===== config.mk =====
export PLATFORM = sky130hd
export DESIGN_NAME = pwm_melody_sequencer_unit
export DESIGN_NICKNAME = d
export VERILOG_FILES = /design/src/rtl/pms_pkg.sv /design/src/rtl/pwm_melody_sequencer_unit.sv /design/src/rtl/pms_serial_div.sv /design/src/rtl/pms_queue.sv
export SDC_FILE = /design/constraint.sdc
export NUM_CORES = 1
export LEC_CHECK = 0
export BUFFER_PORTS_ARGS = -buffer_cell sky130_fd_sc_hd__buf_2
export CORE_ASPECT_RATIO = 0.5
export CORE_UTILIZATION = 50
export CTS_BUF_LIST = sky130_fd_sc_hd__clkbuf_4 sky130_fd_sc_hd__clkbuf_8
export DETAILED_ROUTE_END_ITERATION = 6
export PLACE_DENSITY = 0.76
export SETUP_SLACK_MARGIN = 0.1
export SYNTH_ARGS = -nofsm -noshare
export SYNTH_HDL_FRONTEND = slang
export SYNTH_MEMORY_MAX_BITS = 65536
export SYNTH_SLANG_ARGS = --single-unit

===== constraint.sdc =====
create_clock -name aclk -period 14.1 [get_ports aclk]
set_input_delay 2.82 -clock aclk [delete_from_list [all_inputs] [get_ports aclk]]
set_output_delay 2.82 -clock aclk [all_outputs]
set_load 0.02 [all_outputs]

===== src/rtl/pms_pkg.sv =====
// Package with shared constants, types and tables of the melody sequencer.
`timescale 1ns / 1ps

package pms_pkg;

    localparam int QUEUE_DEPTH_DEF = 8;
    localparam int MELODY_COUNT    = 14;
    localparam int TIMER_CLOCK_HZ  = 2000000;
    localparam int DUTY_SCALE      = 200;

    localparam int MEL_W     = 4;
    localparam int PERIOD_W  = 21;
    localparam int COMPARE_W = 18;
    localparam int PEND_W    = 3;
    localparam int MS_W      = 16;
    localparam int FREQ_W    = 16;
    localparam int ADDR_W    = 8;
    localparam int LEVEL_W   = 2;
    localparam int DUTY_W    = 5;

    localparam int DIV_W     = 26;
    localparam int DSR_W     = 16;
    localparam int STEP_W    = 5;

    localparam logic [STEP_W-1:0] PERIOD_STEPS  = STEP_W'(PERIOD_W);
    localparam logic [STEP_W-1:0] COMPARE_STEPS = STEP_W'(DIV_W);
    localparam logic [DIV_W-1:0]  PERIOD_DIVIDEND =
        DIV_W'(TIMER_CLOCK_HZ) << (DIV_W - PERIOD_W);
    localparam logic [DSR_W-1:0]  DUTY_DIVISOR = DSR_W'(DUTY_SCALE);

    localparam logic OP_TICK = 1'b0;
    localparam logic OP_PLAY = 1'b1;

    localparam logic [LEVEL_W-1:0] LEVEL_MUTE  = 2'd0;
    localparam logic [LEVEL_W-1:0] LEVEL_RESET = 2'd3;

    typedef struct packed {
        logic              start;
        logic [STEP_W-1:0] steps;
        logic [DIV_W-1:0]  dividend;
        logic [DSR_W-1:0]  divisor;
    } div_req_t;

    typedef struct packed {
        logic             done;
        logic [DIV_W-1:0] quotient;
    } div_rsp_t;

    function automatic logic [31:0] pr(input logic [15:0] f, input logic [15:0] d);
        return {f, d};
    endfunction

    function automatic logic [31:0] note_pair(input logic [ADDR_W-1:0] a);
        logic [31:0] r;
        case (a)
            8'd0:   r = pr(16'd0, 16'd80);
            8'd1:   r = pr(16'd0, 16'd0);
            8'd2:   r = pr(16'd2332, 16'd80);
            8'd3:   r = pr(16'd2512, 16'd80);
            8'd4:   r = pr(16'd2839, 16'd80);
            8'd5:   r = pr(16'd0, 16'd80);
            8'd6:   r = pr(16'd0, 16'd0);
            8'd7:   r = pr(16'd2968, 16'd80);
            8'd8:   r = pr(16'd3265, 16'd80);
            8'd9:   r = pr(16'd0, 16'd80);
            8'd10:  r = pr(16'd0, 16'd0);
            8'd11:  r = pr(16'd717, 16'd80);
            8'd12:  r = pr(16'd0, 16'd80);
            8'd13:  r = pr(16'd717, 16'd80);
            8'd14:  r = pr(16'd0, 16'd80);
            8'd15:  r = pr(16'd0, 16'd0);
            8'd16:  r = pr(16'd2176, 16'd1000);
            8'd17:  r = pr(16'd0, 16'd80);
            8'd18:  r = pr(16'd0, 16'd0);
            8'd19:  r = pr(16'd2176, 16'd80);
            8'd20:  r = pr(16'd0, 16'd80);
            8'd21:  r = pr(16'd2176, 16'd80);
            8'd22:  r = pr(16'd0, 16'd80);
            8'd23:  r = pr(16'd0, 16'd0);
            8'd24:  r = pr(16'd2176, 16'd80);
            8'd25:  r = pr(16'd0, 16'd80);
            8'd26:  r = pr(16'd0, 16'd0);
            8'd27:  r = pr(16'd742, 16'd80);
            8'd28:  r = pr(16'd0, 16'd80);
            8'd29:  r = pr(16'd0, 16'd0);
            8'd30:  r = pr(16'd1070, 16'd200);
            8'd31:  r = pr(16'd1209, 16'd200);
            8'd32:  r = pr(16'd0, 16'd40);
            8'd33:  r = pr(16'd0, 16'd0);
            8'd34:  r = pr(16'd784, 16'd125);
            8'd35:  r = pr(16'd0, 16'd40);
            8'd36:  r = pr(16'd784, 16'd125);
            8'd37:  r = pr(16'd0, 16'd40);
            8'd38:  r = pr(16'd784, 16'd125);
            8'd39:  r = pr(16'd0, 16'd40);
            8'd40:  r = pr(16'd1046, 16'd437);
            8'd41:  r = pr(16'd0, 16'd40);
            8'd42:  r = pr(16'd1318, 16'd250);
            8'd43:  r = pr(16'd0, 16'd80);
            8'd44:  r = pr(16'd0, 16'd0);
            8'd45:  r = pr(16'd0, 16'd250);
            8'd46:  r = pr(16'd1046, 16'd250);
            8'd47:  r = pr(16'd0, 16'd40);
            8'd48:  r = pr(16'd1046, 16'd125);
            8'd49:  r = pr(16'd0, 16'd40);
            8'd50:  r = pr(16'd988, 16'd125);
            8'd51:  r = pr(16'd0, 16'd40);
            8'd52:  r = pr(16'd988, 16'd125);
            8'd53:  r = pr(16'd0, 16'd40);
            8'd54:  r = pr(16'd880, 16'd125);
            8'd55:  r = pr(16'd0, 16'd40);
            8'd56:  r = pr(16'd880, 16'd125);
            8'd57:  r = pr(16'd0, 16'd40);
            8'd58:  r = pr(16'd784, 16'd250);
            8'd59:  r = pr(16'd0, 16'd40);
            8'd60:  r = pr(16'd0, 16'd0);
            8'd61:  r = pr(16'd784, 16'd125);
            8'd62:  r = pr(16'd0, 16'd40);
            8'd63:  r = pr(16'd784, 16'd125);
            8'd64:  r = pr(16'd0, 16'd40);
            8'd65:  r = pr(16'd784, 16'd125);
            8'd66:  r = pr(16'd0, 16'd40);
            8'd67:  r = pr(16'd988, 16'd437);
            8'd68:  r = pr(16'd0, 16'd40);
            8'd69:  r = pr(16'd1175, 16'd250);
            8'd70:  r = pr(16'd0, 16'd80);
            8'd71:  r = pr(16'd0, 16'd0);
            8'd72:  r = pr(16'd0, 16'd250);
            8'd73:  r = pr(16'd784, 16'd250);
            8'd74:  r = pr(16'd0, 16'd40);
            8'd75:  r = pr(16'd784, 16'd125);
            8'd76:  r = pr(16'd0, 16'd40);
            8'd77:  r = pr(16'd880, 16'd125);
            8'd78:  r = pr(16'd0, 16'd40);
            8'd79:  r = pr(16'd880, 16'd125);
            8'd80:  r = pr(16'd0, 16'd40);
            8'd81:  r = pr(16'd988, 16'd125);
            8'd82:  r = pr(16'd0, 16'd40);
            8'd83:  r = pr(16'd988, 16'd125);
            8'd84:  r = pr(16'd0, 16'd40);
            8'd85:  r = pr(16'd1046, 16'd250);
            8'd86:  r = pr(16'd0, 16'd40);
            8'd87:  r = pr(16'd0, 16'd0);
            8'd88:  r = pr(16'd523, 16'd500);
            8'd89:  r = pr(16'd80, 16'd0);
            8'd90:  r = pr(16'd656, 16'd250);
            8'd91:  r = pr(16'd80, 16'd0);
            8'd92:  r = pr(16'd784, 16'd250);
            8'd93:  r = pr(16'd80, 16'd0);
            8'd94:  r = pr(16'd1047, 16'd125);
            8'd95:  r = pr(16'd80, 16'd0);
            8'd96:  r = pr(16'd1047, 16'd125);
            8'd97:  r = pr(16'd80, 16'd0);
            8'd98:  r = pr(16'd1047, 16'd125);
            8'd99:  r = pr(16'd80, 16'd0);
            8'd100: r = pr(16'd1047, 16'd125);
            8'd101: r = pr(16'd80, 16'd0);
            8'd102: r = pr(16'd1047, 16'd125);
            8'd103: r = pr(16'd80, 16'd0);
            8'd104: r = pr(16'd1047, 16'd125);
            8'd105: r = pr(16'd80, 16'd0);
            8'd106: r = pr(16'd988, 16'd125);
            8'd107: r = pr(16'd1047, 16'd125);
            8'd108: r = pr(16'd1175, 16'd125);
            8'd109: r = pr(16'd80, 16'd0);
            8'd110: r = pr(16'd1175, 16'd125);
            8'd111: r = pr(16'd80, 16'd0);
            8'd112: r = pr(16'd1175, 16'd125);
            8'd113: r = pr(16'd80, 16'd0);
            8'd114: r = pr(16'd1175, 16'd125);
            8'd115: r = pr(16'd80, 16'd0);
            8'd116: r = pr(16'd1175, 16'd125);
            8'd117: r = pr(16'd80, 16'd0);
            8'd118: r = pr(16'd1175, 16'd125);
            8'd119: r = pr(16'd80, 16'd0);
            8'd120: r = pr(16'd1047, 16'd125);
            8'd121: r = pr(16'd1175, 16'd125);
            8'd122: r = pr(16'd1319, 16'd500);
            8'd123: r = pr(16'd1175, 16'd500);
            8'd124: r = pr(16'd1047, 16'd250);
            8'd125: r = pr(16'd784, 16'd250);
            8'd126: r = pr(16'd1047, 16'd250);
            8'd127: r = pr(16'd0, 16'd80);
            default: r = 32'd0;
        endcase
        return r;
    endfunction

    function automatic logic [ADDR_W-1:0] melody_start(input logic [MEL_W-1:0] m);
        logic [ADDR_W-1:0] r;
        case (m)
            4'd0:    r = 8'd0;
            4'd1:    r = 8'd2;
            4'd2:    r = 8'd7;
            4'd3:    r = 8'd11;
            4'd4:    r = 8'd16;
            4'd5:    r = 8'd19;
            4'd6:    r = 8'd24;
            4'd7:    r = 8'd27;
            4'd8:    r = 8'd30;
            4'd9:    r = 8'd34;
            4'd10:   r = 8'd45;
            4'd11:   r = 8'd61;
            4'd12:   r = 8'd72;
            4'd13:   r = 8'd88;
            default: r = 8'd0;
        endcase
        if (32'(m) >= MELODY_COUNT) begin
            r = 8'd0;
        end
        return r;
    endfunction

    function automatic logic [DUTY_W-1:0] duty_of(input logic [LEVEL_W-1:0] lvl);
        logic [DUTY_W-1:0] r;
        case (lvl)
            2'd1:    r = 5'd1;
            2'd2:    r = 5'd5;
            2'd3:    r = 5'd20;
            default: r = 5'd0;
        endcase
        return r;
    endfunction

endpackage


===== src/rtl/pwm_melody_sequencer_unit.sv =====
// Top level of the PWM melody sequencer: request decode, note control, output register.
`timescale 1ns / 1ps

// The slave channel takes one request at a time: s_tuser[0] is the opcode
// (0 a one millisecond tick, 1 a play request) and s_tdata[3:0] the melody
// number. Every request yields exactly one result on the master channel,
// which carries the PWM settings, the note-start flag, the pending count
// and the queue-accept flag. The volume level is written through cfg_wr_en
// and cfg_wr_data; the user is to write it only while the block is idle,
// which the block itself does not enforce; level 0 mutes.
// A play request or a tick that loads no tone goes from S_IDLE to S_OUT,
// which loads the output register once out_free is set. A tick that loads
// a tone runs two passes through the serial divider, S_DIV_PER for the
// period and S_DIV_CMP for the compare value, with S_MUL between them,
// before S_OUT loads its result into the output register.
// The next request is taken as soon as the control returns to idle, even
// while the previous result still waits in the output register; a stalled
// receiver holds one finished result and then blocks the slave channel.
// Reset clears the queue, the note position and the PWM values and sets
// the volume level to 3.
module pwm_melody_sequencer_unit #(
    parameter int QUEUE_DEPTH = pms_pkg::QUEUE_DEPTH_DEF
) (
    input  logic        aclk,
    input  logic        aresetn,
    input  logic        s_tvalid,
    output logic        s_tready,
    input  logic [7:0]  s_tdata,      // melody_number[3:0], zero padding
    input  logic [0:0]  s_tuser,      // opcode[0]
    output logic        m_tvalid,
    input  logic        m_tready,
    // tone_on[0], period_ticks[21:1], compare_ticks[39:22], note_started[40],
    // pending_count[43:41], request_accepted[44], zero padding
    output logic [47:0] m_tdata,
    input  logic        cfg_wr_en,
    input  logic [1:0]  cfg_wr_data
);
    import pms_pkg::*;

    typedef enum logic [4:0] {
        S_IDLE    = 5'b00001,
        S_DIV_PER = 5'b00010,
        S_MUL     = 5'b00100,
        S_DIV_CMP = 5'b01000,
        S_OUT     = 5'b10000
    } state_t;

    state_t               state_reg, state_next;
    logic [LEVEL_W-1:0]   level_reg, level_next;
    logic [MS_W-1:0]      remaining_reg, remaining_next;
    logic [ADDR_W-1:0]    base_reg, base_next;
    logic [ADDR_W-1:0]    offset_reg, offset_next;
    logic [PERIOD_W-1:0]  period_reg, period_next;
    logic [COMPARE_W-1:0] compare_reg, compare_next;
    logic                 started_reg, started_next;
    logic                 accepted_reg, accepted_next;
    logic                 m_tvalid_reg, m_tvalid_next;
    logic [47:0]          m_tdata_reg, m_tdata_next;

    div_req_t             div_req;
    div_rsp_t             div_rsp;

    logic                 q_push;
    logic                 q_pop;
    logic [MEL_W-1:0]     q_head;
    logic                 q_not_empty;
    logic [PEND_W-1:0]    q_pending;

    logic                 s_fire;
    logic                 opcode;
    logic [MEL_W-1:0]     melody_number;
    logic [MS_W-1:0]      rem_dec;
    logic [31:0]          pair;
    logic [FREQ_W-1:0]    freq;
    logic [MS_W-1:0]      dur;
    logic [DIV_W-1:0]     product;
    logic                 out_free;

    assign s_tready      = state_reg == S_IDLE;
    assign s_fire        = s_tvalid && s_tready;
    assign opcode        = s_tuser[0];
    assign melody_number = s_tdata[MEL_W-1:0];
    assign rem_dec       = (remaining_reg != '0) ? remaining_reg - 1'b1 : '0;
    assign pair          = note_pair(base_reg + offset_reg);
    assign freq          = pair[31:16];
    assign dur           = pair[15:0];
    assign product       = DIV_W'(period_reg) * DIV_W'(duty_of(level_reg));
    assign out_free      = !m_tvalid_reg || m_tready;

    pms_queue #(
        .DEPTH(QUEUE_DEPTH)
    ) u_queue (
        .aclk      (aclk),
        .aresetn   (aresetn),
        .push      (q_push),
        .push_data (melody_number),
        .pop       (q_pop),
        .head      (q_head),
        .not_empty (q_not_empty),
        .pending   (q_pending)
    );

    pms_serial_div u_div (
        .aclk    (aclk),
        .aresetn (aresetn),
        .req     (div_req),
        .rsp     (div_rsp)
    );

    always_comb begin
        state_next     = state_reg;
        level_next     = level_reg;
        remaining_next = remaining_reg;
        base_next      = base_reg;
        offset_next    = offset_reg;
        period_next    = period_reg;
        compare_next   = compare_reg;
        started_next   = started_reg;
        accepted_next  = accepted_reg;
        m_tvalid_next  = m_tvalid_reg && !m_tready;
        m_tdata_next   = m_tdata_reg;
        div_req        = '0;
        q_push         = 1'b0;
        q_pop          = 1'b0;

        case (state_reg)
            S_IDLE: begin
                if (s_fire) begin
                    started_next  = 1'b0;
                    accepted_next = 1'b0;
                    state_next    = S_OUT;
                    if (opcode == OP_PLAY) begin
                        if (level_reg != LEVEL_MUTE) begin
                            q_push        = 1'b1;
                            accepted_next = 1'b1;
                        end
                    end else begin
                        remaining_next = rem_dec;
                        if (rem_dec == '0 && level_reg != LEVEL_MUTE) begin
                            if (freq == '0 && dur == '0) begin
                                if (q_not_empty) begin
                                    q_pop       = 1'b1;
                                    base_next   = melody_start(q_head);
                                    offset_next = '0;
                                end
                            end else begin
                                remaining_next = dur;
                                offset_next    = offset_reg + 1'b1;
                                started_next   = 1'b1;
                                if (freq == '0) begin
                                    compare_next = '0;
                                end else begin
                                    div_req.start    = 1'b1;
                                    div_req.steps    = PERIOD_STEPS;
                                    div_req.dividend = PERIOD_DIVIDEND;
                                    div_req.divisor  = freq;
                                    state_next       = S_DIV_PER;
                                end
                            end
                        end
                    end
                end
            end
            S_DIV_PER: begin
                if (div_rsp.done) begin
                    period_next = div_rsp.quotient[PERIOD_W-1:0];
                    state_next  = S_MUL;
                end
            end
            S_MUL: begin
                div_req.start    = 1'b1;
                div_req.steps    = COMPARE_STEPS;
                div_req.dividend = product;
                div_req.divisor  = DUTY_DIVISOR;
                state_next       = S_DIV_CMP;
            end
            S_DIV_CMP: begin
                if (div_rsp.done) begin
                    compare_next = div_rsp.quotient[COMPARE_W-1:0];
                    state_next   = S_OUT;
                end
            end
            S_OUT: begin
                if (out_free) begin
                    m_tvalid_next = 1'b1;
                    m_tdata_next  = {3'b000, accepted_reg, q_pending, started_reg,
                                     compare_reg, period_reg, compare_reg != '0};
                    state_next    = S_IDLE;
                end
            end
            default: begin
                state_next = S_IDLE;
            end
        endcase

        if (cfg_wr_en) begin
            level_next = cfg_wr_data;
            if (cfg_wr_data == LEVEL_MUTE) begin
                compare_next = '0;
            end
        end
    end

    always_ff @(posedge aclk) begin
        if (!aresetn) begin
            state_reg     <= S_IDLE;
            level_reg     <= LEVEL_RESET;
            remaining_reg <= '0;
            base_reg      <= '0;
            offset_reg    <= '0;
            period_reg    <= '0;
            compare_reg   <= '0;
            started_reg   <= 1'b0;
            accepted_reg  <= 1'b0;
            m_tvalid_reg  <= 1'b0;
        end else begin
            state_reg     <= state_next;
            level_reg     <= level_next;
            remaining_reg <= remaining_next;
            base_reg      <= base_next;
            offset_reg    <= offset_next;
            period_reg    <= period_next;
            compare_reg   <= compare_next;
            started_reg   <= started_next;
            accepted_reg  <= accepted_next;
            m_tvalid_reg  <= m_tvalid_next;
        end
        m_tdata_reg <= m_tdata_next;
    end

    assign m_tvalid = m_tvalid_reg;
    assign m_tdata  = m_tdata_reg;

`ifndef SYNTHESIS
    a_mute_silent: assert property (@(posedge aclk) disable iff (!aresetn)
        level_reg == LEVEL_MUTE |-> compare_reg == '0)
        else $error("compare value nonzero while muted");
    a_done_in_div: assert property (@(posedge aclk) disable iff (!aresetn)
        div_rsp.done |-> (state_reg == S_DIV_PER || state_reg == S_DIV_CMP))
        else $error("divider result outside a divide state");
    a_result_loaded: assert property (@(posedge aclk) disable iff (!aresetn)
        (state_reg == S_OUT && out_free) |=> (m_tvalid_reg && state_reg == S_IDLE))
        else $error("result not loaded into the output register");
    a_flags_excl: assert property (@(posedge aclk) disable iff (!aresetn)
        m_tvalid_reg |-> !(m_tdata_reg[40] && m_tdata_reg[44]))
        else $error("note start and request accept in one result");
`endif

endmodule


===== src/rtl/pms_serial_div.sv =====
// Bit-serial restoring divider, one quotient bit per clock cycle.
`timescale 1ns / 1ps

module pms_serial_div (
    input  logic              aclk,
    input  logic              aresetn,
    input  pms_pkg::div_req_t req,
    output pms_pkg::div_rsp_t rsp
);
    import pms_pkg::*;

    logic              busy_reg, busy_next;
    logic              done_reg, done_next;
    logic [STEP_W-1:0] cnt_reg, cnt_next;
    logic [DIV_W-1:0]  dvd_reg, dvd_next;
    logic [DSR_W-1:0]  dsr_reg, dsr_next;
    logic [DSR_W-1:0]  rem_reg, rem_next;
    logic [DIV_W-1:0]  quo_reg, quo_next;
    logic [DSR_W:0]    trial;
    logic [DSR_W:0]    diff;
    logic              fits;

    assign trial = {rem_reg, dvd_reg[DIV_W-1]};
    assign diff  = trial - {1'b0, dsr_reg};
    assign fits  = trial >= {1'b0, dsr_reg};

    always_comb begin
        busy_next = busy_reg;
        done_next = 1'b0;
        cnt_next  = cnt_reg;
        dvd_next  = dvd_reg;
        dsr_next  = dsr_reg;
        rem_next  = rem_reg;
        quo_next  = quo_reg;
        if (req.start) begin
            busy_next = 1'b1;
            cnt_next  = req.steps;
            dvd_next  = req.dividend;
            dsr_next  = req.divisor;
            rem_next  = '0;
            quo_next  = '0;
        end else if (busy_reg) begin
            dvd_next = {dvd_reg[DIV_W-2:0], 1'b0};
            rem_next = fits ? diff[DSR_W-1:0] : trial[DSR_W-1:0];
            quo_next = {quo_reg[DIV_W-2:0], fits};
            cnt_next = cnt_reg - 1'b1;
            if (cnt_reg == STEP_W'(1)) begin
                busy_next = 1'b0;
                done_next = 1'b1;
            end
        end
    end

    always_ff @(posedge aclk) begin
        if (!aresetn) begin
            busy_reg <= 1'b0;
            done_reg <= 1'b0;
            cnt_reg  <= '0;
        end else begin
            busy_reg <= busy_next;
            done_reg <= done_next;
            cnt_reg  <= cnt_next;
        end
        dvd_reg <= dvd_next;
        dsr_reg <= dsr_next;
        rem_reg <= rem_next;
        quo_reg <= quo_next;
    end

    assign rsp.done     = done_reg;
    assign rsp.quotient = quo_reg;

`ifndef SYNTHESIS
    a_start_idle: assert property (@(posedge aclk) disable iff (!aresetn)
        req.start |-> !busy_reg)
        else $error("divider started while busy");
    a_done_idle: assert property (@(posedge aclk) disable iff (!aresetn)
        done_reg |-> !busy_reg)
        else $error("divider done while still busy");
    a_done_after_busy: assert property (@(posedge aclk) disable iff (!aresetn)
        done_reg |-> $past(busy_reg))
        else $error("divider done without a run");
`endif

endmodule


===== src/rtl/pms_queue.sv =====
// Ring of queued melody numbers with wrapping pending count.
`timescale 1ns / 1ps

module pms_queue #(
    parameter int DEPTH = pms_pkg::QUEUE_DEPTH_DEF
) (
    input  logic                       aclk,
    input  logic                       aresetn,
    input  logic                       push,
    input  logic [pms_pkg::MEL_W-1:0]  push_data,
    input  logic                       pop,
    output logic [pms_pkg::MEL_W-1:0]  head,
    output logic                       not_empty,
    output logic [pms_pkg::PEND_W-1:0] pending
);
    import pms_pkg::*;

    localparam int PTR_W = (DEPTH > 1) ? $clog2(DEPTH) : 1;
    localparam logic [PTR_W-1:0] LAST_PTR = PTR_W'(DEPTH - 1);
    localparam logic [PTR_W:0]   DEPTH_C  = (PTR_W + 1)'(DEPTH);

    logic [MEL_W-1:0] entry_reg [DEPTH];
    logic [PTR_W-1:0] wr_ptr_reg, wr_ptr_next;
    logic [PTR_W-1:0] rd_ptr_reg, rd_ptr_next;
    logic [PTR_W:0]   pend_full;
    logic [PTR_W+PEND_W-1:0] pend_ext;

    always_comb begin
        wr_ptr_next = wr_ptr_reg;
        rd_ptr_next = rd_ptr_reg;
        if (push) begin
            wr_ptr_next = (wr_ptr_reg == LAST_PTR) ? '0 : wr_ptr_reg + 1'b1;
        end
        if (pop) begin
            rd_ptr_next = (rd_ptr_reg == LAST_PTR) ? '0 : rd_ptr_reg + 1'b1;
        end
    end

    always_ff @(posedge aclk) begin
        if (!aresetn) begin
            wr_ptr_reg <= '0;
            rd_ptr_reg <= '0;
            for (int i = 0; i < DEPTH; i++) begin
                entry_reg[i] <= '0;
            end
        end else begin
            wr_ptr_reg <= wr_ptr_next;
            rd_ptr_reg <= rd_ptr_next;
            if (push) begin
                entry_reg[wr_ptr_reg] <= push_data;
            end
        end
    end

    assign pend_full = (wr_ptr_reg >= rd_ptr_reg)
                     ? {1'b0, wr_ptr_reg} - {1'b0, rd_ptr_reg}
                     : {1'b0, wr_ptr_reg} + DEPTH_C - {1'b0, rd_ptr_reg};
    assign pend_ext  = {{(PEND_W - 1){1'b0}}, pend_full};
    assign pending   = pend_ext[PEND_W-1:0];
    assign not_empty = wr_ptr_reg != rd_ptr_reg;
    assign head      = entry_reg[rd_ptr_reg];

`ifndef SYNTHESIS
    a_pop_nonempty: assert property (@(posedge aclk) disable iff (!aresetn)
        pop |-> not_empty)
        else $error("queue popped while empty");
    a_push_pop_excl: assert property (@(posedge aclk) disable iff (!aresetn)
        !(push && pop))
        else $error("queue push and pop in the same cycle");
    a_pop_moves: assert property (@(posedge aclk) disable iff (!aresetn)
        pop |=> rd_ptr_reg != $past(rd_ptr_reg))
        else $error("queue read pointer did not advance");
`endif

endmodule


== Word level (Yosys, flattened, before mapping) ==
Memories as Yosys holds them, arrays and structs flattened. A register that Yosys moved wholly into a read port is not among the register bits.
Cells that the tools add are included.

* Register bits after elaboration: 218
* RAM bits: 32
* Memory bits (read-only): 2,928
* Input bits: 16
* Output and inout bits: 50
* Word-level logic and storage cells: 149
* Memories: 3

* $add $sub $neg: 10
* Multiply operators: 1
* Magnitude comparators: 3
* Eq/ne operators: 17
* Multiplexer cells: 68
* Bitwise operators: 3
* Reduce and logical (&&, ||, !) cells: 24

{| class="wikitable"
|+ Memories
! memory !! depth !! width !! read ports !! clocked after Yosys merged registers in !! write ports !! line !! RTL
|-
| (no name shown) || 128 || 22 || 1 || 0 || 0 || pms_pkg.sv:55 || <nowiki>case (a)</nowiki>
|-
| (no name shown) || 16 || 7 || 1 || 0 || 0 || pms_pkg.sv:191 || <nowiki>case (m)</nowiki>
|-
| u_queue.entry_reg || 8 || 4 || 1 || 1 || 8 || pms_queue.sv:22 || <nowiki>logic [MEL_W-1:0] entry_reg [DEPTH];</nowiki>
|}

{| class="wikitable"
|+ Operators with widths
! kind !! number
|-
| 2-to-1 mux 48 bit || 5
|-
| 2-to-1 mux 18 bit || 8
|-
| case mux 48 bit (2 select lines) || 1
|-
| 2-to-1 mux 16 bit || 4
|-
| 2-to-1 mux 26 bit || 2
|-
| 2-to-1 mux 5 bit || 10
|-
| logical NOT 16 bit || 3
|-
| case mux 18 bit (2 select lines) || 1
|-
| 2-to-1 mux 32 bit || 1
|-
| multiplier 21 x 5 -> 26 bit || 1
|-
| case mux 5 bit (5 select lines) || 1
|-
| 2-to-1 mux 1 bit || 24
|-
| 2-to-1 mux 8 bit || 3
|-
| 2-to-1 mux 3 bit || 6
|-
| nonzero test 18 bit || 1
|-
| >= comparator 17 x 16 -> 1 bit || 1
|-
| nonzero test 16 bit || 1
|-
| subtractor 16 x 1 -> 16 bit, second input constant || 1
|-
| subtractor 16 bit || 1
|-
| case mux 5 bit (3 select lines) || 1
|-
| == test 5 x 1 -> 1 bit, second input constant || 2
|-
| adder 3 x 1 -> 3 bit, second input constant || 3
|-
| adder 8 x 1 -> 8 bit, second input constant || 1
|-
| adder 8 bit || 1
|-
| other kinds (28) || 43
|}

== Longest topological paths before layout ==
Gate-level depths: netlist of run 1.
An unclocked memory read counts as a cell.

* Depth in word-level cells: 12
* Depth in mapped cells: 23
* Depth with buffers taken out: 22

== Hierarchy ==
From an unflattened synthesis of run 1, not the netlist that was laid out.

* Cell total of the unflattened synthesis: 1,891
* Area, all modules: 17,103.9 µm²

{| class="wikitable"
|+ Modules (own cells, without submodules)
! module !! times used !! cells an instance !! area each (µm²) !! sequential area each (µm²)
|-
| pwm_melody_sequencer_unit || 1 || 1,351 || 10,807.9 || 2,952.8
|-
| pms_serial_div || 1 || 397 || 4,361.7 || 2,242.2
|-
| pms_queue || 1 || 143 || 1,934.4 || 1,141.1
|}

== Least setup slack after synthesis of run 1 ==
No wires, ideal clock.

* Kind: input -> register
* Start point: input port m_tready
* End point: register m_tdata_reg[0] (netlist: m_tdata[0]), enable pin
* Setup time: 453 ps
* Arrival: 4,966 ps
* Required time: 13,647 ps
* Path slack: 8,681 ps
* Stages: 2
* Buffers on the path: 0
* Cell sequence: nand2b_1 nor2b_1

* Longest elaborated chain between the ends: 2

{| class="wikitable"
|+ RTL lines
! what !! line !! RTL
|-
| from (decl) || pwm_melody_sequencer_unit.sv:31 || <nowiki>input logic m_tready,</nowiki>
|-
| logical OR 1 bit || pwm_melody_sequencer_unit.sv:88 || <nowiki>assign out_free = !m_tvalid_reg || m_tready;</nowiki>
|-
| AND reduction 2 bit (no source line) || -- ||
|-
| to (signal assigned) || pwm_melody_sequencer_unit.sv:228 || <nowiki>m_tdata_reg <= m_tdata_next;</nowiki>
|-
| to (decl) || pwm_melody_sequencer_unit.sv:58 || <nowiki>logic [47:0] m_tdata_reg, m_tdata_next;</nowiki>
|}

No other way between the ends.
A chain may end at the register's enable or synchronous reset.

== Worst setup path in the final report of run 1 ==
* Start point: register offset_reg[0]
* End point: register u_div.busy_reg

* Longest elaborated chain between the ends: 11
* Elaborated cells on any way between the ends: 13

{| class="wikitable"
|+ RTL lines
! what !! line !! RTL
|-
| from (decl) || pwm_melody_sequencer_unit.sv:52 || <nowiki>logic [ADDR_W-1:0] offset_reg, offset_next;</nowiki>
|-
| from (signal assigned) || pwm_melody_sequencer_unit.sv:221 || <nowiki>offset_reg <= offset_next;</nowiki>
|-
| adder 8 bit * || pwm_melody_sequencer_unit.sv:84 || <nowiki>assign pair = note_pair(base_reg + offset_reg);</nowiki>
|-
| memory (128 x 22 bit) || -- ||
|-
| 2-to-1 mux 32 bit * || pms_pkg.sv:55 ||
|-
| logical NOT 16 bit (on tied branches) || pwm_melody_sequencer_unit.sv:140, pwm_melody_sequencer_unit.sv:150 ||
|-
| 2-to-1 mux 48 bit / logical AND 1 bit (equally long branches) || pwm_melody_sequencer_unit.sv:150, pwm_melody_sequencer_unit.sv:140 ||
|-
| 2-to-1 mux 48 bit * || pwm_melody_sequencer_unit.sv:140 || <nowiki>if (freq == '0 && dur == '0) begin</nowiki>
|-
| 2-to-1 mux 48 bit * || pwm_melody_sequencer_unit.sv:139 || <nowiki>if (rem_dec == '0 && level_reg != LEVEL_MUTE) begin</nowiki>
|-
| 2-to-1 mux 48 bit * || pwm_melody_sequencer_unit.sv:132 || <nowiki>if (opcode == OP_PLAY) begin</nowiki>
|-
| 2-to-1 mux 48 bit * || pwm_melody_sequencer_unit.sv:128 || <nowiki>if (s_fire) begin</nowiki>
|-
| case mux 48 bit (2 select lines) * || pwm_melody_sequencer_unit.sv:126 || <nowiki>case (state_reg)</nowiki>
|-
| 2-to-1 mux 1 bit * || pms_serial_div.sv:35 || <nowiki>if (req.start) begin</nowiki>
|-
| to (signal assigned) || pms_serial_div.sv:60 || <nowiki>busy_reg <= busy_next;</nowiki>
|-
| to (decl) || pms_serial_div.sv:12 || <nowiki>logic busy_reg, busy_next;</nowiki>
|}

Mark *: on every way between the ends. The rest lies on a longest branch, timed or not.

==> results.sh, run 1 <==
export IMPL_totalWireLength_mm=40.6
export IMPL_status="complete, no violations"
export IMPL_drtIter0Drc=1344
export IMPL_die_area_sq_um=33600
export IMPL_period_needed_ps=6210
export IMPL_synth_seq_area_share_pct=37.3
export IMPL_cts_sinks=248
export IMPL_p_per_area_nw_per_um2=119
export IMPL_netlist_area_sq_um=16400
export IMPL_max_freq_mhz=161
export IMPL_async_flop_share_pct=0
export IMPL_cts_max_level=2
export IMPL_antenna_cells=0
export IMPL_drt_met1_wl_mm=18.7
export IMPL_max_stage_delay_ps=780
export IMPL_cts_tree="built"
export IMPL_skew_ps=21.8
export IMPL_initial_utilization_pct=51.3
export IMPL_routedWlPerCell_um=17.9
export IMPL_maxCapViolations=0
export IMPL_yosysUniqueCellTypes=101
export IMPL_crit_type="reg2reg"
export IMPL_antenna_left=0
export IMPL_core_area_sq_um=31900
export IMPL_io_pins=66
export IMPL_regArea_sq_um=6120
export IMPL_cts_setup_buffers=0
export IMPL_crit_start="offset_reg[0]"
export IMPL_hp_start="accepted_reg"
export IMPL_rsz0062_at_grt="no"
export IMPL_grt_pass1_wl_mm=64.7
export IMPL_critPathMaxFanout=51
export IMPL_vias=13702
export IMPL_ctsHoldBuffers=0
export IMPL_grt_remaining_overflow=0
export IMPL_io_buffer_count=58
export IMPL_ctsRootBufferMaster="clkbuf_8"
export IMPL_syn_inst=1787
export IMPL_post_route_period_util_pct=44.0
export IMPL_grt_pass1_vias=12439
export IMPL_die_w_um=258
export IMPL_dr_wl_met3_mm=3.37
export IMPL_avgSynthCellArea_sq_um=9.17
export IMPL_setup_viol=0
export IMPL_max_slew_margin_rel_pct=17.6
export IMPL_wl_met2_mm=17.6
export IMPL_setup_tns_ps=0
export IMPL_grt_start_max_net_pins=88
export IMPL_p_leak_nw=7.25
export IMPL_synth_edf_count=115
export IMPL_yosys_area_top_type_share_pct=21.1
export IMPL_synthTopCellsByArea="edfxtp_1 (21%), dfxtp_1 (16%), ha_1 (8.9%), nand2_1 (4.0%), nor2_1 (3.0%)"
export IMPL_cp_arrival_ps=6660
export IMPL_rr_startpoint="offset_reg[0]"
export IMPL_startpoint_type="register"
export IMPL_area_growth_pct=8.15
export IMPL_hp_class="reg2reg"
export IMPL_yosys_area_top_type="edfxtp_1"
export IMPL_rows=46
export IMPL_ir_worst_vdd_v=0.0000689
export IMPL_synth_main_ff_cell="dfxtp_1"
export IMPL_multi_input_area_sq_um=9380
export IMPL_crit_chain="ha_1, fa_1, xor2_1, buf_4, inv_2, mux2i_1, a21oi_1, o21ai_0, a21oi_1, o32ai_1, nand3_1, o31ai_4, nor2_1, buf_4, nor2_1, inv_2, o21a_1"
export IMPL_hold_violations=0
export IMPL_cp_slowest_cell="mux2i_1"
export IMPL_cts_resized=0
export IMPL_maxSlewViolCount=0
export IMPL_antenna_found_initial=0
export IMPL_track_usage_pct=23.6
export IMPL_drive_above_1_share_pct=11.3
export IMPL_cts_buffer_depth=3
export IMPL_firstDrtPassIters=6
export IMPL_cts_reportedPaths_clkPinSlew_ps=70
export IMPL_largest_reg_flops=45
export IMPL_ys_seq_elements=248
export IMPL_worst_ep_required_time_ps=14550
export IMPL_yosys_warnings=0
export IMPL_tightest_slew_ps=1230
export IMPL_dpl_worst_slack_ps=8120
export IMPL_dpl_hpwl_mm=28.0
export IMPL_end_kind="register"
export IMPL_die_h_um=130
export IMPL_top_layer_used="met4"
export IMPL_final_setup_worst_slack_ps=7890
export IMPL_fill_cells=2792
export IMPL_final_nets=1951
export IMPL_cts_buffers_inserted=38
export IMPL_gp_congestion=0.952
export IMPL_via_per_inst=6.06
export IMPL_remaining_drc_errors=0
export IMPL_clock_latency_ps=570
## stage by stage
step	util (%)	std cells	hold WS (ps)	power, W	area [sq um]
2_1_floorplan	-	1789	408	0.00132	16400
3_3_place_gp	52.9	2192	421	0.00145	16900
3_5_place_dp	52.9	2192	419	0.00145	16900
4_1_cts	55.5	2261	443	0.00211	17700
5_1_grt	55.5	2261	449	0.00223	17700
6_report	55.5	2261	447	0.00211	17700
## cells in the final DEF, fill, tap and decap left out, drive strengths merged, types with 13 or more instances in the layout
cell type | synthesis | routed
a31oi | 13 | 13
fa | 19 | 19
a21boi | 40 | 40
clkbuf | 67 | 61
nor3 | 47 | 47
nand3 | 41 | 41
o211ai | 20 | 20
buf | 38 | 76
a21o | 17 | 17
a22o | 22 | 22
nor2b | 21 | 21
mux2i | 49 | 49
ha | 116 | 116
inv | 113 | 115
nand2b | 16 | 16
xnor2 | 25 | 25
a21oi | 74 | 74
dfxtp | 133 | 133
o21ai | 95 | 95
nand2 | 178 | 178
o22ai | 17 | 17
nor2 | 136 | 136
and2 | 66 | 66
or3 | 14 | 14
xor2 | 19 | 19
nor4 | 27 | 27
edfxtp | 115 | 115
a211oi | 37 | 37
## metal layers
layer / GRT usage (%) / up-vias
met1: 34.1 / 6508
met3: 4.18 / 89
met4: 7.66 / 0
met2: 35.8 / 556
li1: - / 6549
met5: 0 / -
## path summary, 6_finish.rpt
kind	endpoint	slack, ps	cells past startpoint
setup reg to reg	u_div.busy_reg	7890	17
setup / recovery	u_div.busy_reg	7890	17
hold reg to reg	m_tdata[44]	450	0
hold / removal	m_tdata[44]	450	0
## kinds of logic after synthesis
group                    count (synthesis)  share of synthesized area, %
XOR/XNOR                                45                          2.53
AND/OR/NAND/NOR                        611                          18.5
adder cells (fa/ha/maj)                135                          11.2
flip-flops                             248                          37.3
AO/OA/AOI/OAI                          466                          20.3
multiplexers                            62                          4.57
other                                    1                        0.0229
buffers and inverters                  219                          5.59
## final cells by class
cell class | count | share of cell area [%]
clock buffer | 61 | 4.10
clock inverter | 8 | 0.600
inverter | 114 | 2.41
multi-input combinational | 1322 | 52.9
sequential | 248 | 34.5
tap | 432 | 3.05
timing repair buffer | 76 | 2.40
## Yosys cell counts, types with 17 or more instances
master    number
a21o_1        17
a21oi_1       73
inv_1        111
o211ai_1      20
o21ai_0       90
ha_1         116
xnor2_1       25
nor2b_1       21
nand3_1       39
a22o_1        22
buf_2         25
nand2_1      176
a21boi_0      39
nor3_1        46
mux2i_1       49
fa_1          19
xor2_1        18
nor2_1       133
a211oi_1      33
clkbuf_1      65
nor4_1        26
dfxtp_1      133
o22ai_1       17
and2_1        66
edfxtp_1     115
## worst max-delay path: cells and delay by family, from the launching register on
family | cells | cell delay, ps
compound gates | 6 | 1740
xor+xnor | 1 | 210
fa+ha+maj | 2 | 800
buf+inv | 4 | 1470
flops | 1 | 370
mux | 1 | 780
simple gates | 3 | 680
## power by group
part	total (W)	internal, W	leakage (nW)	switching [W]
Clock	0.000660	0.000367	0.443	0.000293
Combinational	0.000547	0.000213	4.64	0.000334
Sequential	0.000902	0.000829	2.17	0.0000731
Total	0.00211	0.00141	7.25	0.000700
Power figures use the tool's default switching activity.
==> inputs of run 2 (changes only) <==
--- a/config.mk
+++ b/config.mk
@@ -10,7 +10,7 @@
 export CORE_UTILIZATION = 50
 export CTS_BUF_LIST = sky130_fd_sc_hd__clkbuf_4 sky130_fd_sc_hd__clkbuf_8
 export DETAILED_ROUTE_END_ITERATION = 6
-export PLACE_DENSITY = 0.76
+export PLACE_DENSITY = 0.78
 export SETUP_SLACK_MARGIN = 0.1
 export SYNTH_ARGS = -nofsm -noshare
 export SYNTH_HDL_FRONTEND = slang
==> constraint.sdc (replaced) <==
create_clock -name aclk -period 5.02 [get_ports aclk]
set_input_delay 1.004 -clock aclk [delete_from_list [all_inputs] [get_ports aclk]]
set_output_delay 1.004 -clock aclk [all_outputs]
set_load 0.02 [all_outputs]
==> run 2 against run 1 <==
Clock power increased to 2.8 times the previous value. Critical endpoint is now base_reg[5]. Combinational power increased to 3.0 times the previous value. Highest routed layer unchanged. First-iteration DRC count increased by 11%. Fmax increased by 31%. Critical path type unchanged. Global-route usage increased by 1.1 points. Register-to-register slack got worse by 7600 ps. Final cell count increased by 3.1%. Count of clock-buffer cells in the layout decreased by 10.
==> results.sh, run 2 (same netlist as run 1, synthesis figures left out) <==
export IMPL_via_per_inst=5.99
export IMPL_cts_sinks=248
export IMPL_maxCapViolations=0
export IMPL_max_slew_margin_rel_pct=18.9
export IMPL_cts_reportedPaths_clkPinSlew_ps=70
export IMPL_dpl_hpwl_mm=30.3
export IMPL_ir_worst_vdd_v=0.000202
export IMPL_tightest_slew_ps=1210
export IMPL_cts_tree="built"
export IMPL_ctsRootBufferMaster="clkbuf_8"
export IMPL_min_path_cells=0
export IMPL_core_area_sq_um=31900
export IMPL_crit_chain="ha_1, fa_2, inv_1, ha_1, buf_4, a2111oi_0, a221o_1, a211oi_1, a211o_1, a22oi_1, buf_4, a211o_1, o31ai_4, nand3_2, or4_1, a21boi_1"
export IMPL_hold_violations=0
export IMPL_setup_tns_ps=0
export IMPL_remaining_drc_errors=0
export IMPL_skew_ps=17.7
export IMPL_post_route_period_util_pct=94.7
export IMPL_end_kind="register"
export IMPL_die_w_um=258
export IMPL_cts_max_level=2
export IMPL_io_pins=66
export IMPL_largest_reg_flops=45
export IMPL_gp_congestion=1.01
export IMPL_dpl_worst_slack_ps=-207
export IMPL_ctsHoldBuffers=0
export IMPL_die_area_sq_um=33600
export IMPL_critPathMaxFanout=9
export IMPL_p_per_area_nw_per_um2=327
export IMPL_grt_start_max_net_pins=53
export IMPL_totalWireLength_mm=42.5
export IMPL_io_buffer_count=58
export IMPL_crit_type="reg2reg"
export IMPL_hp_class="reg2reg"
export IMPL_antenna_found_initial=1
export IMPL_clock_latency_ps=560
export IMPL_period_needed_ps=4750
export IMPL_firstDrtPassIters=5
export IMPL_cts_buffer_depth=3
export IMPL_p_leak_nw=7.61
export IMPL_setup_viol=0
export IMPL_die_h_um=130
export IMPL_status="complete, no violations"
export IMPL_critPathTopFamily="compound AO/OA/AOI/OAI gates"
export IMPL_max_freq_mhz=210
export IMPL_drtIter0Drc=1492
export IMPL_grt_pass1_vias=13096
export IMPL_track_usage_pct=24.7
export IMPL_rsz0062_at_grt="no"
export IMPL_vias=13950
export IMPL_final_common_cell="nand2_1"
export IMPL_cp_num_buf_inv=3
export IMPL_grt_pass1_wl_mm=67.4
export IMPL_grt_remaining_overflow=0
export IMPL_cts_buffers_inserted=39
export IMPL_max_stage_delay_ps=570
export IMPL_startpoint_type="register"
export IMPL_maxSlewViolCount=0
export IMPL_drive_above_1_share_pct=15.5
export IMPL_power_total_w=0.00603
export IMPL_final_nets=2018
export IMPL_mostFrequentLayoutCells="nand2_1 (176), nor2_1 (131), dfxtp_1 (130), edfxtp_1 (115), ha_1 (113)"
export IMPL_area_growth_pct=12.5
export IMPL_antenna_left=0
export IMPL_routedWlPerCell_um=18.3
export IMPL_cp_arrival_ps=5240
export IMPL_rr_worst_depth=16
export IMPL_rows=46
export IMPL_cp_slowest_cell="or4_1"
export IMPL_worst_path_stages=16
export IMPL_final_setup_worst_slack_ps=267
export IMPL_initial_utilization_pct=51.3
export IMPL_worst_ep_required_time_ps=5500
==> run 2: cell types whose count changed in the layout (fill, tap and decap cells not counted), moves of 5 or more <==
cell / delta
clkbuf_4: -12
buf_4: +60
clkinv_2: +9
buf_12: +5
==> run 2: report_power, final <==
part	internal, W	leakage, nW	switching [W]
clock	0.00103	0.452	0.000834
combinational	0.000644	4.99	0.000982
sequential	0.00233	2.17	0.000206
==> run 2: path summary, 6_finish.rpt <==
kind                  from          end  slack (ps)
max          offset_reg[0]  base_reg[5]         270
min           accepted_reg  m_tdata[44]         450
max reg2reg  offset_reg[0]  base_reg[5]         270
min reg2reg   accepted_reg  m_tdata[44]         450
==> run 2: layout make-up <==
cell class | instances | area [sq um]
multi-input combinational | 1323 | 9530
inverter | 114 | 428
clock inverter | 20 | 188
timing repair buffer | 141 | 976
fill | 2699 | 13500
clock buffer | 51 | 664
tap | 432 | 541
sequential | 248 | 6120
antenna | 1 | 2.50
==> run 2: stage by stage <==
stage | instance area [sq um] | utilization [%] | instances | hold slack [ps]
global route | 18400 | 57.7 | 2330 | 467
finish | 18400 | 57.7 | 2330 | 447
global placement | 17400 | 54.6 | 2254 | 426
floorplan | 16400 | - | 1789 | 408
CTS | 18300 | 57.2 | 2325 | 449
detailed placement | 17400 | 54.6 | 2254 | 434
==> run 2: timing repair <==
action	4_1_cts	5_1_grt
setup buffers	0	3
cloned	0	1
setup endpoints to repair	6	79
pin swaps	1	7
resized for setup	2	26
==> run 2: worst register-to-register path, stage by stage, from the launching register on <==
cell	delay [ps]
dfxtp_1	480
ha_1	320
fa_2	490
inv_1	220
ha_1	300
buf_4	180
a2111oi_0	70
a221o_1	430
a211oi_1	290
a211o_1	150
a22oi_1	60
buf_4	180
a211o_1	300
o31ai_4	270
nand3_2	240
or4_1	570
a21boi_1	150
==> run 2: per-layer routing <==
metal  routed length (um)  GRT usage, %  up-vias
met2                18500          38.3      540
met5                    0             0        -
met4                 1050          8.14        0
met3                 3590          5.73       79
met1                19400          34.3     6656
li1                     -             -     6675
==> inputs of run 3 (changes only) <==
--- a/config.mk
+++ b/config.mk
@@ -5,6 +5,7 @@
 export SDC_FILE = /design/constraint.sdc
 export NUM_CORES = 1
 export LEC_CHECK = 0
+export ABC_AREA = 1
 export BUFFER_PORTS_ARGS = -buffer_cell sky130_fd_sc_hd__buf_2
 export CORE_ASPECT_RATIO = 0.5
 export CORE_UTILIZATION = 50
==> run 3 against run 2 <==
Critical path depth grew 9. Core utilization shrank 1.8 points. Die area shrank 0.92%. Fmax grew 2.6%. Non-clock buffer count shrank 61. Combinational power shrank 33%. Count of clock-buffer cells in the layout grew 6.
==> results.sh, run 3 <==
export IMPL_synth_top_family_by_area="simple AND/OR/NAND/NOR gates"
export IMPL_maxCapViolations=0
export IMPL_cts_buffer_depth=3
export IMPL_mostFrequentLayoutCells="nand2_1 (585), inv_1 (277), nor2_1 (207), nand3_1 (173), o21ai_0 (151)"
export IMPL_core_area_sq_um=31800
export IMPL_rows=46
export IMPL_io_pins=66
export IMPL_clock_latency_ps=560
export IMPL_yosys_warnings=0
export IMPL_cts_sinks=248
export IMPL_synth_top_cells_by_count="nand2_1 (585), inv_1 (277), nor2_1 (207), nand3_1 (173), o21ai_0 (154)"
export IMPL_tightest_slew_ps=1110
export IMPL_area_growth_pct=9.72
export IMPL_final_nets=2389
export IMPL_max_stage_delay_ps=530
export IMPL_grt_remaining_overflow=0
export IMPL_firstDrtPassIters=5
export IMPL_ir_worst_vdd_v=0.000215
export IMPL_rr_worst_depth=25
export IMPL_synth_compound_area_share_pct=12.9
export IMPL_end_kind="register"
export IMPL_drtIter0Drc=1090
export IMPL_synth_mux_area_fraction_pct=0.123
export IMPL_initial_utilization_pct=51.0
export IMPL_yosys_area_top_type="edfxtp_1"
export IMPL_final_common_cell="nand2_1"
export IMPL_cts_reportedPaths_clkPinSlew_ps=70
export IMPL_hold_slack_ps=437
export IMPL_setup_tns_ps=0
export IMPL_drive_above_1_share_pct=8.91
export IMPL_largest_reg_flops=45
export IMPL_synth_adder_area_share_pct=11.3
export IMPL_cts_buffers_inserted=38
export IMPL_min_path_cells=0
export IMPL_skew_ps=35.7
export IMPL_die_area_sq_um=33200
export IMPL_final_setup_worst_slack_ps=389
export IMPL_critPathMaxFanout=21
export IMPL_die_w_um=257
export IMPL_rsz0062_at_grt="no"
export IMPL_cts_max_level=2
export IMPL_routedWlPerCell_um=14.7
export IMPL_hold_violations=0
export IMPL_netlist_area_sq_um=16200
export IMPL_status="complete, no violations"
export IMPL_yosysMostFrequentCell="nand2_1"
export IMPL_crit_type="reg2reg"
export IMPL_synth_simple_gate_area_share_pct=27.3
export IMPL_maxSlewViolCount=0
export IMPL_cp_num_buf_inv=6
export IMPL_dpl_hpwl_mm=28.5
export IMPL_p_per_area_nw_per_um2=304
export IMPL_critPathTopFamily="adder cells"
export IMPL_remaining_drc_errors=0
export IMPL_rrSetupSlack_ps=390
export IMPL_cts_tree="built"
export IMPL_rr_startpoint="level_reg[0]"
export IMPL_worst_ep_required_time_ps=5310
export IMPL_synth_xor_xnor_area_share_pct=1.51
export IMPL_max_freq_mhz=216
export IMPL_antenna_cells=0
export IMPL_synth_edf_count=115
export IMPL_setup_viol=0
export IMPL_synth_main_ff_cell="dfxtp_1"
export IMPL_cp_slowest_cell="fa_1"
export IMPL_grt_start_max_net_pins=46
export IMPL_cp_arrival_ps=4920
export IMPL_gp_congestion=1.00
export IMPL_startpoint_type="register"
export IMPL_totalWireLength_mm=39.7
export IMPL_vias=14576
export IMPL_max_slew_margin_rel_pct=25.3
export IMPL_avgSynthCellArea_sq_um=7.39
export IMPL_antenna_left=0
export IMPL_yosysUniqueCellTypes=53
export IMPL_ctsRootBufferMaster="clkbuf_8"
export IMPL_dpl_worst_slack_ps=343
export IMPL_post_route_period_util_pct=92.3
export IMPL_syn_inst=2196
export IMPL_hp_start="started_reg"
export IMPL_yosys_area_top_type_share_pct=21.3
export IMPL_async_flop_share_pct=0
export IMPL_p_leak_nw=8.37
export IMPL_period_needed_ps=4630
export IMPL_grt_pass1_wl_mm=64.5
export IMPL_fin_util_pct=56.0
export IMPL_die_h_um=129
export IMPL_synthTopCellsByArea="edfxtp_1 (21%), dfxtp_1 (16%), nand2_1 (14%), ha_1 (8.9%), inv_1 (6.4%)"
export IMPL_hp_class="reg2reg"
export IMPL_worst_path_stages=25
export IMPL_io_buffer_count=58
export IMPL_via_per_inst=5.40
export IMPL_grt_pass1_vias=13256
export IMPL_crit_start="level_reg[0]"
export IMPL_synth_seq_area_share_pct=37.7
export IMPL_path_common_cell="inv_1"
export IMPL_antenna_found_initial=0
export IMPL_track_usage_pct=23.5
export IMPL_ys_seq_elements=248
## run 3: kinds of logic (layout without fill, tap and decap cells)
logic type      after synthesis  after routing
flops                       248            248
buf+inv                     363            432
compound gates              370            370
other cells                   1              3
mux                           2              2
fa+ha+maj                   135            135
xor+xnor                     28             28
simple gates               1049           1049
## run 3: metal layers
metal,vias up,GRT usage (%),routed length (um)
li1,7333,-,-
met1,6710,32.1,18500
met2,463,39.6,17900
met3,70,3.03,2450
met4,0,6.51,813
met5,-,0,0
## run 3: power breakdown
group          switching [W]  internal, W
logic               0.000751     0.000349
registers          0.0000523      0.00218
clock network       0.000827      0.00127
## run 3: repair_timing
item	in CTS	in global routing
setup buffers	0	0
gates resized for setup	0	4
setup endpoints to repair	0	3
hold buffers	0	0
## run 3: through the flow
step	total power (W)	cells	instance area (sq um)
finish	0.00542	2699	17800
global route	0.00568	2699	17800
CTS	0.00542	2699	17800
detailed placement	0.00334	2630	16900
global placement	0.00332	2630	16900
floorplan	0.00310	2198	16200
## run 3: path summary, 6_finish.rpt
path,endpoint
max,u_div.dvd_reg[24]
max reg2reg,u_div.dvd_reg[24]
min,m_tdata[40]
min reg2reg,m_tdata[40]
## run 3: final cells by class
cell class,count,area [sq um]
timing repair buffer,80,472
sequential,248,6120
fill,2931,14000
multi-input combinational,1587,8670
inverter,283,1060
clock inverter,12,246
clock buffer,57,703
tap,432,541
